File: config.mk
export PLATFORM = sky130hd
export DESIGN_NAME = pencil_grid_factor_split_core
export DESIGN_NICKNAME = d
export VERILOG_FILES = /design/src/pgfs_pkg.sv /design/src/pencil_grid_factor_split_core.sv
export SDC_FILE = /design/constraint.sdc
export NUM_CORES = 1
export LEC_CHECK = 0
export BUFFER_PORTS_ARGS = -buffer_cell sky130_fd_sc_hd__buf_2
export CAP_MARGIN = 0
export CORE_UTILIZATION = 59
export CTS_CLUSTER_DIAMETER = 100
export CTS_CLUSTER_SIZE = 16
export DETAILED_ROUTE_END_ITERATION = 10
export GPL_ROUTABILITY_DRIVEN = 1
export GPL_TIMING_DRIVEN = 0
export HOLD_SLACK_MARGIN = 0.1
export PLACE_DENSITY = 0.76
export SYNTH_ARGS = -nofsm -noshare
export SYNTH_HDL_FRONTEND = slang
export SYNTH_SLANG_ARGS = --single-unit
File: constraint.sdc
create_clock -name clk_i -period 16.8 [get_ports clk_i]
set_input_delay 2.52 -clock clk_i [delete_from_list [all_inputs] [get_ports clk_i]]
set_output_delay 2.52 -clock clk_i [all_outputs]
set_load 0.03 [all_outputs]
File: src/pgfs_pkg.sv
// Package with widths and types shared by the grid factor split block.
`default_nettype none

package pgfs_pkg;

  // Width of the worker count that the block works on.
  localparam int COUNT_BITS = 16;
  // Fixed width of the count and grid ports.
  localparam int FIELD_BITS = 16;
  // Number of digit steps of the square root, two count bits per step.
  localparam int SQ_STEPS = (COUNT_BITS + 1) / 2;
  localparam int DIV_CNT_BITS = $clog2(COUNT_BITS);

  typedef logic [COUNT_BITS-1:0]   count_t;
  typedef logic [COUNT_BITS:0]     wide_t;
  typedef logic [COUNT_BITS+1:0]   square_t;
  typedef logic [FIELD_BITS-1:0]   field_t;
  typedef logic [DIV_CNT_BITS-1:0] div_cnt_t;

  localparam count_t SQ_FIRST_BIT = count_t'(1) << (2 * (SQ_STEPS - 1));
  localparam div_cnt_t DIV_LAST = div_cnt_t'(COUNT_BITS - 1);

endpackage

`default_nettype wire

File: src/pencil_grid_factor_split_core.sv
// Splits a worker count into a two-dimensional grid by trial division.
//
// Usage: drive rank_count_i and raise start_i. The transaction is taken at
// a rising edge with start_i high and busy_o low; busy_o then stays high
// until the result has been shown. The result appears on grid_first_o,
// grid_second_o and bad_count_o for exactly one cycle, marked by done_o,
// and busy_o falls at the end of that cycle. The receiver cannot stall the
// block, so the result must be captured in the done_o cycle.
// Timing: one transaction at a time. A count of zero goes straight to the
// result. Any other count first runs the square root, one digit per cycle,
// then the trial division. Each divisor candidate costs a check plus one
// restoring division (one quotient bit per cycle on the shared subtractor),
// and each factor found costs a multiply and a compare. The worst case is a
// prime just below 2^16, with 254 failed candidates.
// Reset (rst_ni low, asynchronous) returns the sequencer to idle and drops
// busy_o and done_o; a transaction in flight is lost.
`default_nettype none

module pencil_grid_factor_split_core (
  input  wire logic                      clk_i,
  input  wire logic                      rst_ni,
  input  wire logic                      start_i,
  output logic                           busy_o,
  input  wire pgfs_pkg::field_t          rank_count_i,
  output logic                           done_o,
  output pgfs_pkg::field_t               grid_first_o,
  output pgfs_pkg::field_t               grid_second_o,
  output logic                           bad_count_o
);

  localparam logic [2:0] StIdle   = 3'd0;
  localparam logic [2:0] StSqrt   = 3'd1;
  localparam logic [2:0] StCheck  = 3'd2;
  localparam logic [2:0] StDiv    = 3'd3;
  localparam logic [2:0] StMul    = 3'd4;
  localparam logic [2:0] StCmp    = 3'd5;
  localparam logic [2:0] StFinish = 3'd6;

  logic [2:0] state_q, state_d;

  pgfs_pkg::count_t   x_q, x_d;
  pgfs_pkg::count_t   res_q, res_d;
  pgfs_pkg::count_t   bit_q, bit_d;
  pgfs_pkg::count_t   s_q, s_d;
  pgfs_pkg::count_t   m_q, m_d;
  pgfs_pkg::count_t   d_q, d_d;
  pgfs_pkg::square_t  dsq_q, dsq_d;
  pgfs_pkg::count_t   rem_q, rem_d;
  pgfs_pkg::count_t   quo_q, quo_d;
  pgfs_pkg::div_cnt_t cnt_q, cnt_d;
  pgfs_pkg::count_t   f_q, f_d;
  pgfs_pkg::count_t   first_q, first_d;
  logic               bad_q, bad_d;

  pgfs_pkg::count_t   count_in;
  pgfs_pkg::wide_t    sub_a, sub_b;
  logic [pgfs_pkg::COUNT_BITS+1:0] sub_diff;
  logic               sub_ge;
  pgfs_pkg::wide_t    rem_shift;
  logic [2*pgfs_pkg::COUNT_BITS-1:0] product;

  assign count_in = pgfs_pkg::count_t'(rank_count_i);
  assign rem_shift = {rem_q, quo_q[pgfs_pkg::COUNT_BITS-1]};

  // Shared compare and subtract unit: square root digits and division bits.
  always_comb begin
    if (state_q == StSqrt) begin
      sub_a = {1'b0, x_q};
      sub_b = {1'b0, res_q} + {1'b0, bit_q};
    end else begin
      sub_a = rem_shift;
      sub_b = {1'b0, d_q};
    end
    sub_diff = {1'b0, sub_a} - {1'b0, sub_b};
    sub_ge   = ~sub_diff[pgfs_pkg::COUNT_BITS+1];
  end

  assign product = {{pgfs_pkg::COUNT_BITS{1'b0}}, first_q}
                 * {{pgfs_pkg::COUNT_BITS{1'b0}}, f_q};

  always_comb begin
    state_d = state_q;
    x_d     = x_q;
    res_d   = res_q;
    bit_d   = bit_q;
    s_d     = s_q;
    m_d     = m_q;
    d_d     = d_q;
    dsq_d   = dsq_q;
    rem_d   = rem_q;
    quo_d   = quo_q;
    cnt_d   = cnt_q;
    f_d     = f_q;
    first_d = first_q;
    bad_d   = bad_q;
    unique case (state_q)
      StIdle: begin
        if (start_i) begin
          first_d = pgfs_pkg::count_t'(1);
          if (count_in == '0) begin
            m_d     = pgfs_pkg::count_t'(1);
            bad_d   = 1'b1;
            state_d = StFinish;
          end else begin
            m_d     = count_in;
            x_d     = count_in;
            res_d   = '0;
            bit_d   = pgfs_pkg::SQ_FIRST_BIT;
            bad_d   = 1'b0;
            state_d = StSqrt;
          end
        end
      end
      StSqrt: begin
        if (sub_ge) begin
          x_d   = sub_diff[pgfs_pkg::COUNT_BITS-1:0];
          res_d = (res_q >> 1) + bit_q;
        end else begin
          res_d = res_q >> 1;
        end
        bit_d = bit_q >> 2;
        if (bit_q == pgfs_pkg::count_t'(1)) begin
          s_d     = res_d;
          d_d     = pgfs_pkg::count_t'(2);
          dsq_d   = pgfs_pkg::square_t'(4);
          state_d = StCheck;
        end
      end
      StCheck: begin
        if (m_q == pgfs_pkg::count_t'(1)) begin
          state_d = StFinish;
        end else if (dsq_q > {2'b00, m_q}) begin
          // No divisor up to the square root is left: the cofactor is prime.
          f_d     = m_q;
          m_d     = pgfs_pkg::count_t'(1);
          state_d = StMul;
        end else begin
          rem_d   = '0;
          quo_d   = m_q;
          cnt_d   = '0;
          state_d = StDiv;
        end
      end
      StDiv: begin
        if (sub_ge) begin
          rem_d = sub_diff[pgfs_pkg::COUNT_BITS-1:0];
        end else begin
          rem_d = rem_shift[pgfs_pkg::COUNT_BITS-1:0];
        end
        quo_d = {quo_q[pgfs_pkg::COUNT_BITS-2:0], sub_ge};
        cnt_d = cnt_q + pgfs_pkg::div_cnt_t'(1);
        if (cnt_q == pgfs_pkg::DIV_LAST) begin
          if (rem_d == '0) begin
            f_d     = d_q;
            m_d     = quo_d;
            state_d = StMul;
          end else begin
            // (d + 1)^2 = d^2 + 2d + 1
            dsq_d   = dsq_q + {1'b0, d_q, 1'b1};
            d_d     = d_q + pgfs_pkg::count_t'(1);
            state_d = StCheck;
          end
        end
      end
      StMul: begin
        first_d = product[pgfs_pkg::COUNT_BITS-1:0];
        state_d = StCmp;
      end
      StCmp: begin
        if (first_q >= s_q) begin
          state_d = StFinish;
        end else begin
          state_d = StCheck;
        end
      end
      StFinish: begin
        state_d = StIdle;
      end
      default: begin
        state_d = StIdle;
      end
    endcase
  end

  always_ff @(posedge clk_i or negedge rst_ni) begin
    if (!rst_ni) begin
      state_q <= StIdle;
    end else begin
      state_q <= state_d;
    end
  end

  always_ff @(posedge clk_i) begin
    x_q     <= x_d;
    res_q   <= res_d;
    bit_q   <= bit_d;
    s_q     <= s_d;
    m_q     <= m_d;
    d_q     <= d_d;
    dsq_q   <= dsq_d;
    rem_q   <= rem_d;
    quo_q   <= quo_d;
    cnt_q   <= cnt_d;
    f_q     <= f_d;
    first_q <= first_d;
    bad_q   <= bad_d;
  end

  // The remaining cofactor is the second dimension, since first * m == N for a nonzero count.
  assign busy_o        = (state_q != StIdle);
  assign done_o        = (state_q == StFinish);
  assign grid_first_o  = pgfs_pkg::field_t'(first_q);
  assign grid_second_o = pgfs_pkg::field_t'(m_q);
  assign bad_count_o   = bad_q;

  a_bad_is_unit_grid: assert property (@(posedge clk_i) disable iff (!rst_ni)
    done_o && bad_count_o |-> grid_first_o == 16'd1 && grid_second_o == 16'd1)
    else $error("zero count did not give a 1 by 1 grid");

  a_start_sets_busy: assert property (@(posedge clk_i) disable iff (!rst_ni)
    start_i && !busy_o |=> busy_o)
    else $error("accepted transaction did not raise busy");

  a_done_single_cycle: assert property (@(posedge clk_i) disable iff (!rst_ni)
    done_o |=> !done_o && !busy_o)
    else $error("result strobe longer than one cycle");

  a_busy_ends_with_done: assert property (@(posedge clk_i) disable iff (!rst_ni)
    $fell(busy_o) |-> $past(done_o))
    else $error("busy dropped without a result");

endmodule

`default_nettype wire
==> impl_metrics.csv <==
group,metric,value,unit
layout,area_delta_synth_final,9.11,%
clock_tree,clk_pin_slew,70,ps
floorplanning,dieWidth,160,um
layout,drive_gt1_share,7.26,%
grt,first_global_vias,11700,
timing,rsz0062_at_grt,"no",
floorplanning,initial_core_util,60.5,%
setup_path,path_max_fanout,16,
yosys,synth-edff-count,175,
route,vias,11900,
grt,grt-ovfl-total,0,
place,io_buffers,53,
layout,diodes,0,
floorplanning,rows,57,
run,cap_violations,0,
timing,slew_headroom,13.9,%
route,drt_wl_total,39400,um
place,globalplace.congestion,0.964,
setup_path,required,16850,ps
grt,grt_max_degree,26,
yosys,seq_area_frac_synth,36.0,%
layout,nNetsFinal,1888,
timing,fin_crit_sh,36.0,%
route,drtAntennaViolNets,0,
clock_tree,clock_sinks,178,
clock_tree,ctsRootBufferMaster,"clkbuf_16",
clock_tree,cts_tree,"built",
yosys,synth.avg_cell_area,9.37,um^2
setup_path,start_kind,"flip-flop",
yosys,ys_ff_latch,178,
clock_tree,postCtsSetupBuffers,0,
route,vias_per_cell,5.96,
grt,antenna_found_initial,0,
place,dpl.hpwl,30700,um
clock_tree,ctsResizeCount,0,
grt,grt_pass1_wl,62800,um
timing,maxClockFrequency,166,MHz
timing,finalSetupViolCount,0,
clock_tree,clock_tree.buffer_depth,2,
floorplanning,fp.dieArea,25700,um^2
setup_path,arrival,6090,ps
clock_tree,hold_buffers,0,
timing,fin_skew,12.6,ps
floorplanning,core_area,24500,um^2
clock_tree,htree_levels,4,
yosys,syn_inst,1578,
timing,min_period,6040,ps
clock_tree,worstSkewPairLatency,440,ps
route,wl_per_cell,19.8,um
yosys,synth_cell_type_count,73,
yosys,synth_nets,1812,
route,drc,0,
yosys,synth_area,14800,um^2
timing,tightest_slew,1290,ps
clock_tree,cts_buffers,17,
hold_path,hp-class,"flip-flop to flip-flop",
grt,track_usage,32.0,%
timing,hold_violations,0,
setup_path,worstSetupPathType,"flip-flop to flip-flop",
route,firstDrtPassIters,6,
timing,drv_slew,0,
floorplanning,die_h,160,um
floorplanning,ioPinCount,54,
yosys,yosys_warnings,0,
yosys,synth_ff_type,"edfxtp_1",
route,drtIter0Drc,1117,
timing,tns,0,ps
yosys,synth-async-reset-ratio,1.69,%
setup_path,end_kind,"flip-flop",
outcome,status,"complete, no violations",
synth_stat cells, drive strengths merged (14+ instances only):
| cell type | number | area, um^2 |
|---|---|---|
| a21o | 14 | 105 |
| a21oi | 67 | 343 |
| a31oi | 15 | 109 |
| and2 | 69 | 432 |
| and3 | 22 | 138 |
| clkbuf | 42 | 158 |
| edfxtp | 175 | 5260 |
| fa | 82 | 1640 |
| ha | 133 | 1660 |
| inv | 169 | 634 |
| nand2 | 321 | 1200 |
| nand3 | 19 | 95.1 |
| nor2 | 109 | 409 |
| nor3 | 21 | 115 |
| o21ai | 56 | 280 |
| xnor2 | 57 | 499 |
| xor2 | 42 | 368 |
cell type report:
cell class                 instances  area, um^2
multi-input combinational       1179        8620
fill                            1964        8320
sequential                       178        5330
inverter                         169         634
clock buffer                      17         425
tap                              324         405
timing repair buffer              57         334
buffer                            52         224
clock inverter                    15         166
registers in the layout, indices dropped and copies added, names as in the netlist:
register,flops
rem_q,16
state_q,3
bit_q,8
cnt_q,4
bad_count_o,1
d_q,16
x_q,16
grid_first_o,16
grid_second_o,16
dsq_q,18
res_q,16
quo_q,16
s_q,16
f_q,16
cell usage in the layout (no fill, tap or decap), types with 4 or more instances in the layout:
cell / synthesis / layout
a21o_1: 14 / 14
inv_1: 167 / 167
or4_1: 4 / 4
nand2b_1: 6 / 6
fa_1: 82 / 82
nor2b_1: 13 / 13
a31o_2: 4 / 4
nor3_1: 19 / 19
mux2i_1: 6 / 6
o21ai_0: 45 / 44
a211oi_1: 7 / 7
o21ai_1: 11 / 12
o21bai_1: 12 / 12
nor4_1: 12 / 12
or3_1: 13 / 13
a31oi_1: 14 / 14
nor2_1: 109 / 108
xor2_1: 42 / 42
or2_2: 5 / 5
nand3_1: 19 / 19
o21a_1: 6 / 6
buf_2: 2 / 55
ha_1: 133 / 133
nand4_1: 7 / 7
and2_1: 69 / 69
xnor2_1: 57 / 57
nand3b_1: 4 / 4
clkbuf_16: 0 / 17
and3_1: 22 / 22
a21oi_1: 65 / 65
o31a_1: 4 / 4
clkbuf_1: 42 / 42
edfxtp_1: 175 / 175
inv_6: 0 / 4
nand2_1: 321 / 321
logic make-up after synthesis:
kind of cell / synth area share [%]
buffers and inverters: 5.80
AO/OA/AOI/OAI: 9.93
adder cells (fa/ha/maj): 22.4
flip-flops: 36.0
XOR/XNOR: 5.86
multiplexers: 0.406
AND/OR/NAND/NOR: 19.6
layer usage:
layer | vias to the layer above | wire length [um] | global-route usage [%]
met5 | - | 0 | 0
met4 | 0 | 1420 | 12.3
met3 | 78 | 3400 | 5.35
met2 | 571 | 18400 | 51.7
met1 | 5732 | 16200 | 43.5
li1 | 5479 | - | -
through the flow:
step | area (um^2) | util [%] | hold WS [ps] | worst slack, ps | instances
after floorplan | 14800 | - | 502 | 10720 | 1578
final | 16100 | 66.0 | 551 | 10760 | 1991
after detailed placement | 15500 | 63.6 | 528 | 10860 | 1959
after global placement | 15500 | 63.2 | 519 | 8940 | 1955
after CTS | 16100 | 66.0 | 546 | 10820 | 1991
after global routing | 16100 | 66.0 | 575 | 10300 | 1991
path summary, 6_finish.rpt:
path,from,endpoint,slack (ps),cells after the start
setup / recovery,state_q[0],f_q[5],10760,16
hold / removal,quo_q[0],quo_q[1],550,2
setup reg to reg,state_q[0],f_q[5],10760,16
hold reg to reg,quo_q[0],quo_q[1],550,2
max in group asynchronous,rst_ni,state_q[1],14780,1
min in group asynchronous,rst_ni,state_q[0],1880,1
critical path, cell delays in order, from the launching register on:
cell and delay (ps):
dfrtp_1 420, inv_2 110, nor3_2 730, inv_2 230
clkbuf_1 290, clkbuf_1 340, a21oi_1 240, ha_1 310
a211oi_2 290, o21ai_1 170, a41o_1 330, o31ai_4 240
xor2_1 280, and4b_1 370, a31oi_4 150, a2bb2oi_2 170
nor2_1 980
Power is not shown: default switching activity piles up to over one toggle a cycle in this logic, so the estimate is an artifact.
